==> config.mk <==
export PLATFORM = sky130hd
export DESIGN_NAME = leg_foot_trajectory
export DESIGN_NICKNAME = d
export VERILOG_FILES = /design/src/hdl/lft_pkg.sv /design/src/hdl/lft_warp.sv /design/src/hdl/leg_foot_trajectory.sv
export SDC_FILE = /design/constraint.sdc
export NUM_CORES = 2
export LEC_CHECK = 0
export BUFFER_PORTS_ARGS = -buffer_cell sky130_fd_sc_hd__buf_2
export CAP_MARGIN = 20
export CORE_ASPECT_RATIO = 2
export CORE_MARGIN = 1
export CORE_UTILIZATION = 40
export DETAILED_ROUTE_END_ITERATION = 8
export GPL_TIMING_DRIVEN = 0
export HOLD_SLACK_MARGIN = 0.15
export SLEW_MARGIN = 20
export SYNTH_ARGS = -nofsm -noshare
export SYNTH_HDL_FRONTEND = slang
export SYNTH_SLANG_ARGS = --single-unit
==> constraint.sdc <==
create_clock -name clk -period 15.4 [get_ports clk]
set_input_delay 0 -clock clk [delete_from_list [all_inputs] [get_ports clk]]
set_output_delay 0 -clock clk [all_outputs]
set_load 0.02 [all_outputs]
==> src/hdl/lft_pkg.sv <==
// ----------------------------------------------------------------------------
// Leg foot trajectory package
// Item types, fixed-point constants and register indexes.
// ----------------------------------------------------------------------------
package lft_pkg;

  localparam int FRAC_BITS   = 16;
  localparam int PROG_W      = FRAC_BITS + 1;
  localparam int LEN_W       = 18;
  localparam int X_W         = 19;
  localparam int Z_W         = 18;
  localparam int CFG_INDEX_W = 2;
  localparam int CFG_DATA_W  = 18;
  localparam int PIPE_LATENCY = 6;

  localparam logic [PROG_W-1:0] ONE  = PROG_W'(1) << FRAC_BITS;
  localparam logic [PROG_W-1:0] HALF = PROG_W'(1) << (FRAC_BITS - 1);

  localparam logic [CFG_INDEX_W-1:0] REG_STRIDE_LENGTH = 2'd0;
  localparam logic [CFG_INDEX_W-1:0] REG_LIFT_HEIGHT   = 2'd1;
  localparam logic [CFG_INDEX_W-1:0] REG_SMOOTH_MODE   = 2'd2;

  typedef struct packed {
    logic [PROG_W-1:0] progress;
    logic              swing;
  } item_t;

  typedef struct packed {
    logic signed [X_W-1:0] foot_x;
    logic        [Z_W-1:0] foot_z;
  } result_t;

  typedef struct packed {
    logic valid;
    logic swing;
  } tag_t;

endpackage

==> src/hdl/lft_warp.sv <==
// ----------------------------------------------------------------------------
// Leg foot trajectory progress warp
// Three-stage quintic smoothstep of the progress, or a plain delay in
// linear mode.
// ----------------------------------------------------------------------------
module lft_warp (
  input  logic                      clk,
  input  logic                      rst,
  input  logic                      mode,
  input  lft_pkg::tag_t             in_tag,
  input  logic [lft_pkg::PROG_W-1:0] in_p,
  output lft_pkg::tag_t             out_tag,
  output logic [lft_pkg::PROG_W-1:0] out_u
);
  import lft_pkg::*;

  localparam int POLY_W  = 22;
  localparam int POLYU_W = 20;
  localparam logic [POLY_W-1:0] POLY_BASE = POLY_W'(10) << FRAC_BITS;

  tag_t              b_tag, c_tag;
  logic [PROG_W-1:0] b_p, b_s2, c_p, c_s3;
  logic [POLYU_W-1:0] c_poly;

  logic [2*PROG_W-1:0]        sq;
  logic [2*PROG_W-1:0]        cube;
  logic [POLY_W-1:0]          poly;
  logic [PROG_W+POLYU_W-1:0]  quint;
  logic [PROG_W+POLYU_W-FRAC_BITS-1:0] u_full;
  logic [PROG_W-1:0]          u_smooth;

  assign sq   = (2*PROG_W)'(in_p) * (2*PROG_W)'(in_p);
  assign cube = (2*PROG_W)'(b_s2) * (2*PROG_W)'(b_p);
  assign poly = POLY_BASE - (POLY_W'(b_p) << 4) + POLY_W'(b_p)
              + (POLY_W'(b_s2) << 2) + (POLY_W'(b_s2) << 1);

  assign quint  = (PROG_W+POLYU_W)'(c_s3) * (PROG_W+POLYU_W)'(c_poly);
  assign u_full = quint[PROG_W+POLYU_W-1:FRAC_BITS];
  assign u_smooth = (u_full > (PROG_W+POLYU_W-FRAC_BITS)'(ONE)) ? ONE : u_full[PROG_W-1:0];

  always_ff @(posedge clk) begin
    if (rst) begin
      b_tag   <= '0;
      c_tag   <= '0;
      out_tag <= '0;
    end else begin
      b_tag   <= in_tag;
      c_tag   <= b_tag;
      out_tag <= c_tag;
    end
  end

  always_ff @(posedge clk) begin
    b_p    <= in_p;
    b_s2   <= sq[FRAC_BITS+PROG_W-1:FRAC_BITS];
    c_p    <= b_p;
    c_s3   <= cube[FRAC_BITS+PROG_W-1:FRAC_BITS];
    c_poly <= poly[POLY_W-1] ? '0 : poly[POLYU_W-1:0];
    out_u  <= mode ? u_smooth : c_p;
  end

endmodule

==> src/hdl/leg_foot_trajectory.sv <==
// ----------------------------------------------------------------------------
// Leg foot trajectory
// Parabolic swing / linear stance foot path with optional quintic
// smoothstep of the gait progress.
// ----------------------------------------------------------------------------
// channel   ports                         handshake
// input     item (progress, swing)        start high, busy low
// result    result (foot_x, foot_z)       done strobe, one cycle
// config    cfg_index, cfg_data           cfg_we high
//
// Six-stage pipeline: stage a, the warp stages b, c and d, stage e and the output register.
// One item is taken every cycle; busy is never raised.
// Every stage is registered and nothing waits, so the rate is one item a cycle.
// Synchronous reset empties the pipeline and clears the config registers and valid flags to zero.
// The receiver cannot stall, so results are never held back.
// ----------------------------------------------------------------------------
module leg_foot_trajectory (
  input  logic                            clk,
  input  logic                            rst,
  input  logic                            start,
  output logic                            busy,
  input  lft_pkg::item_t                  item,
  output logic                            done,
  output lft_pkg::result_t                result,
  input  logic                            cfg_we,
  input  logic [lft_pkg::CFG_INDEX_W-1:0] cfg_index,
  input  logic [lft_pkg::CFG_DATA_W-1:0]  cfg_data
);
  import lft_pkg::*;

  localparam int D_W  = PROG_W + 1;
  localparam int MX_W = LEN_W + PROG_W;
  localparam int WP_W = 2 * PROG_W;
  localparam int ZP_W = LEN_W + PROG_W;

  logic [LEN_W-1:0] stride_length, lift_height;
  logic             smooth_mode;

  tag_t              a_tag, d_tag;
  logic [PROG_W-1:0] a_p, d_u;

  logic              e_valid, e_neg, e_zen;
  logic [MX_W-1:0]   e_mx;
  logic [WP_W-1:0]   e_wp;

  logic              accept;
  logic [D_W-1:0]    offset;
  logic              offset_neg;
  logic [PROG_W-1:0] offset_mag;
  logic [X_W-1:0]    x_mag;
  logic [PROG_W-1:0] w;
  logic [ZP_W-1:0]   zp;

  assign busy   = 1'b0;
  assign accept = start && !busy;

  always_ff @(posedge clk) begin
    if (rst) begin
      stride_length <= '0;
      lift_height   <= '0;
      smooth_mode   <= 1'b0;
    end else if (cfg_we) begin
      unique case (cfg_index)
        REG_STRIDE_LENGTH: stride_length <= cfg_data[LEN_W-1:0];
        REG_LIFT_HEIGHT:   lift_height   <= cfg_data[LEN_W-1:0];
        REG_SMOOTH_MODE:   smooth_mode   <= cfg_data[0];
        default: ;
      endcase
    end
  end

  // saturate progress above one
  always_ff @(posedge clk) begin
    if (rst) begin
      a_tag <= '0;
    end else begin
      a_tag <= '{valid: accept, swing: item.swing};
    end
  end

  always_ff @(posedge clk) begin
    a_p <= (item.progress > ONE) ? ONE : item.progress;
  end

  lft_warp u_warp (
    .clk     (clk),
    .rst     (rst),
    .mode    (smooth_mode),
    .in_tag  (a_tag),
    .in_p    (a_p),
    .out_tag (d_tag),
    .out_u   (d_u)
  );

  always_comb begin
    offset     = d_tag.swing ? (D_W'(d_u) - D_W'(HALF)) : (D_W'(HALF) - D_W'(d_u));
    offset_neg = offset[D_W-1];
    offset_mag = offset_neg ? PROG_W'(-offset) : offset[PROG_W-1:0];
  end

  always_ff @(posedge clk) begin
    if (rst) begin
      e_valid <= 1'b0;
    end else begin
      e_valid <= d_tag.valid;
    end
  end

  always_ff @(posedge clk) begin
    e_neg <= offset_neg;
    e_zen <= d_tag.swing && (stride_length != '0);
    e_mx  <= MX_W'(stride_length) * MX_W'(offset_mag);
    e_wp  <= WP_W'(d_u) * WP_W'(ONE - d_u);
  end

  // truncate toward zero on the magnitude, then restore the sign
  always_comb begin
    x_mag = e_mx[MX_W-1:FRAC_BITS];
    w     = e_wp[FRAC_BITS-2+PROG_W-1:FRAC_BITS-2];
    zp    = ZP_W'(lift_height) * ZP_W'(w);
  end

  always_ff @(posedge clk) begin
    if (rst) begin
      done <= 1'b0;
    end else begin
      done <= e_valid;
    end
  end

  always_ff @(posedge clk) begin
    result.foot_x <= e_neg ? -x_mag : x_mag;
    result.foot_z <= e_zen ? zp[FRAC_BITS+Z_W-1:FRAC_BITS] : '0;
  end

endmodule

==> results.json <==
{
  "status": "completed",
  "wl_per_cell_um": 20.57,
  "tightestPinTransition_ns": 1.210,
  "cp_slowest_stage_delay_ns": 0.76,
  "hp-class": "in2reg",
  "cts-root-buf": "clkbuf_16",
  "yosys.area_share.adder": 0.5771,
  "drtAntennaViolNets": 0,
  "drive_gt1_frac": 0.02414,
  "slew_headroom": 0.1875,
  "clkLatencyLatePin_ns": 0.65,
  "synth_top_family_by_area": "adder cells",
  "grt_use_total": 0.2459,
  "yosys.area_share.simple": 0.1591,
  "synthDistinctLibCells": 85,
  "cts_tree": "done",
  "port_buffers": 78,
  "antenna_found_initial": 2,
  "ys_seq_area_frac": 0.07624,
  "max_clock_freq_ghz": 0.08793,
  "clk_path_buf_depth": 3,
  "clk_transition_reported_paths_ns": 0.08,
  "critPathKind": "reg2reg",
  "fin_crit_ns": 11.37,
  "crit_path_end_kind": "register",
  "dieWidth_um": 285.0,
  "synth_cells": 7150,
  "avgSynthCellArea_sq_um": 8.960,
  "r2r_start": "u_warp.out_u[1]",
  "drt_iter0_drc": 2222,
  "start_util": 0.4029,
  "synth_area_sq_um": 64070,
  "arrival_ns": 11.89,
  "drc_errors": 0,
  "wirelength_um": 194800,
  "synth_nets": 9298,
  "crit_path_start_kind": "register",
  "firstDrtPassIters": 7,
  "min_period_over_period": 0.7385,
  "finalWeightedCongestion": 0.9958,
  "crit_path_start": "u_warp.out_u[1]",
  "cts_resized": 0,
  "ys.flop_type": "dfxtp_1",
  "first_global_vias": 54348,
  "area_delta_synth_final_pct": 7.667,
  "nets": 9503,
  "ys_warn_count": 0,
  "die_area_sq_um": 161900,
  "setup_viol": 0,
  "hpwlAfterDp_um": 168000,
  "vias": 47808,
  "crit_path_top_delay_cell": "xnor2_1",
  "grt_pass1_wl_um": 300000,
  "core_sq_um": 159000,
  "synth-seq-cells": 244,
  "synthMuxAreaShare": 0.0009570,
  "num_rows": 207,
  "ys_async_sr_fraction": 0,
  "synth_edf_count": 0,
  "cts.sinks": 244,
  "synth-compound-area-share": 0.04064,
  "cp_common_cell": "fa_1",
  "min-delay-start": "cfg_data[16]",
  "synth_xor_area_frac": 0.02416,
  "hold_viol_final": 0,
  "finalMaxSlewViolations": 0,
  "grt_max_degree": 17,
  "cts_buffers": 26,
  "num-fill-cells": 15833,
  "cp_max_fo": 11,
  "boundaryPins": 81,
  "max_cap_viol_count": 0,
  "finClkSkew_ns": 0.02506,
  "rsz0062_at_grt": "no",
  "grt_overflow": 0,
  "setup_tns_ns": 0,
  "cp.required_ns": 15.91,
  "htree_levels": 1,
  "die_h_um": 568.0,
  "avgViaCountPerCell": 5.049
}
registers in the layout, summed over array words and instances (netlist names):
signal	flops
result	37
u_warp.c_poly	20
e_mx	19
lift_height	18
stride_length	18
a_p	17
e_wp	17
u_warp.b_p	17
u_warp.b_s2	17
u_warp.c_p	17
u_warp.c_s3	17
u_warp.out_u	17
a_tag	2
u_warp.b_tag	2
u_warp.c_tag	2
u_warp.out_tag	2
done	1
e_neg	1
e_valid	1
e_zen	1
smooth_mode	1
layout by cell type (no fill, tap or decap), types with 117 or more instances in the layout:
master    Yosys  final
fa_1       1415   1415
dfxtp_1     244    244
nand2b_1    161    161
ha_1        691    691
a21oi_1     141    141
xnor2_1     123    117
nand2_1    1093   1093
and2_1      439    439
clkbuf_1    282    284
nor2_1      209    209
inv_1      1755   1755
metrics by stage:
stage                     cells  area, sq um  hold slack, ns    util  setup WS [ns]
after CTS                  9465        68970          0.1513  0.4337          4.038
after detailed placement   9320        67140          0.2285  0.4222          4.081
final                      9469        68980          0.1922  0.4338          4.028
after floorplan            7150        64070         0.07161       -          6.808
after global routing       9467        68970          0.2027  0.4337          3.395
after global placement     9318        67070          0.2218  0.4218          3.759
routing by layer:
layer | vias to the layer above | track usage | routed length [um]
li1 | 21328 | - | -
met1 | 24370 | 0.2086 | 57610
met2 | 1368 | 0.4959 | 111000
met3 | 742 | 0.01886 | 5474
met4 | 0 | 0.2186 | 20680
met5 | - | 0 | 0
worst max-delay path: cells and delay by family, from the launching register on:
kind / cells / cell delay (ns)
buffers and inverters: 8 / 2.07
AOI/OAI and AO/OA: 9 / 2.44
DFF: 1 / 0.35
xor gates and xnor gates: 2 / 0.99
adders and majority gates: 9 / 3.67
and+or+nand+nor: 7 / 1.73
layout make-up:
type	count	area (sq um)	share of cell area
Clock inverter	18	171.4	0.002485
Clock buffer	30	685.7	0.009940
Antenna cell	4	10.01	0.0001451
Buffer	312	1200	0.01740
Inverter	1759	6603	0.09572
Sequential cell	244	4885	0.07081
Timing Repair Buffer	177	1378	0.01997
Multi-Input combinational cell	4835	51430	0.7456
Tap cell	2090	2615	0.03791
kinds of logic (layout without fill, tap and decap cells):
kind of cell	after synthesis	in the layout
adders and majority gates	2106	2106
muxes	6	6
other	1	5
buffers and inverters	2071	2296
AOI/OAI and AO/OA	401	401
DFF	244	244
xor gates and xnor gates	175	175
and+or+nand+nor	2146	2146
Yosys cell counts, types with 3 or more instances:
cell type  count  area, sq um
a211o_1        3        26.28
a211oi_1      18        135.1
a21boi_0       5        37.54
a21o_1        26        195.2
a21oi_1      141        705.7
a22oi_1        3        22.52
a31oi_1        9        56.30
and2_1       439         2746
and3_1        22        137.6
and4_1         4        35.03
buf_1         14        52.55
buf_2         13        65.06
clkbuf_1     282         1059
dfxtp_1      244         4885
fa_1        1415        28330
ha_1         691         8646
inv_1       1755         6588
mux2i_1        5        50.05
nand2_1     1093         4103
nand2b_1     161         1007
nand3_1       20        100.1
nand3b_1       4        30.03
nand4_1       14        87.58
nor2_1       209        784.5
nor2b_1       97        606.8
nor3_1        38        190.2
nor3b_1        8        60.06
nor4_1        10        62.56
o2111ai_1      4        35.03
o211ai_1      11        82.58
o21a_1        23        172.7
o21ai_0       76        380.4
o21bai_1      10        75.07
o22ai_1       12        75.07
o311a_1        3        30.03
o31ai_1       11        82.58
o41ai_1        9        78.83
or2_2          4        25.02
or3_1          6        37.54
or4_1          5        37.54
xnor2_1      123         1077
xor2_1        50        437.9
path summary, 6_finish.rpt:
check / end / slack [ns] / cells after the start
worst max-delay path: e_mx[34] / 4.03 / 35
worst min-delay path: lift_height[16] / 0.19 / 4
worst max register to register: e_mx[34] / 4.03 / 35
worst min register to register: result[18] / 0.38 / 0
timing repair:
| item | in CTS | in global routing |
|---|---|---|
| hold buffers | 97 | 0 |
| setup buffers | 0 | 0 |
| endpoints found under the setup margin | 0 | 0 |
| hold endpoints to repair | 64 | 0 |
Power is not shown: default switching activity piles up to over one toggle a cycle in this logic, so the estimate is an artifact.
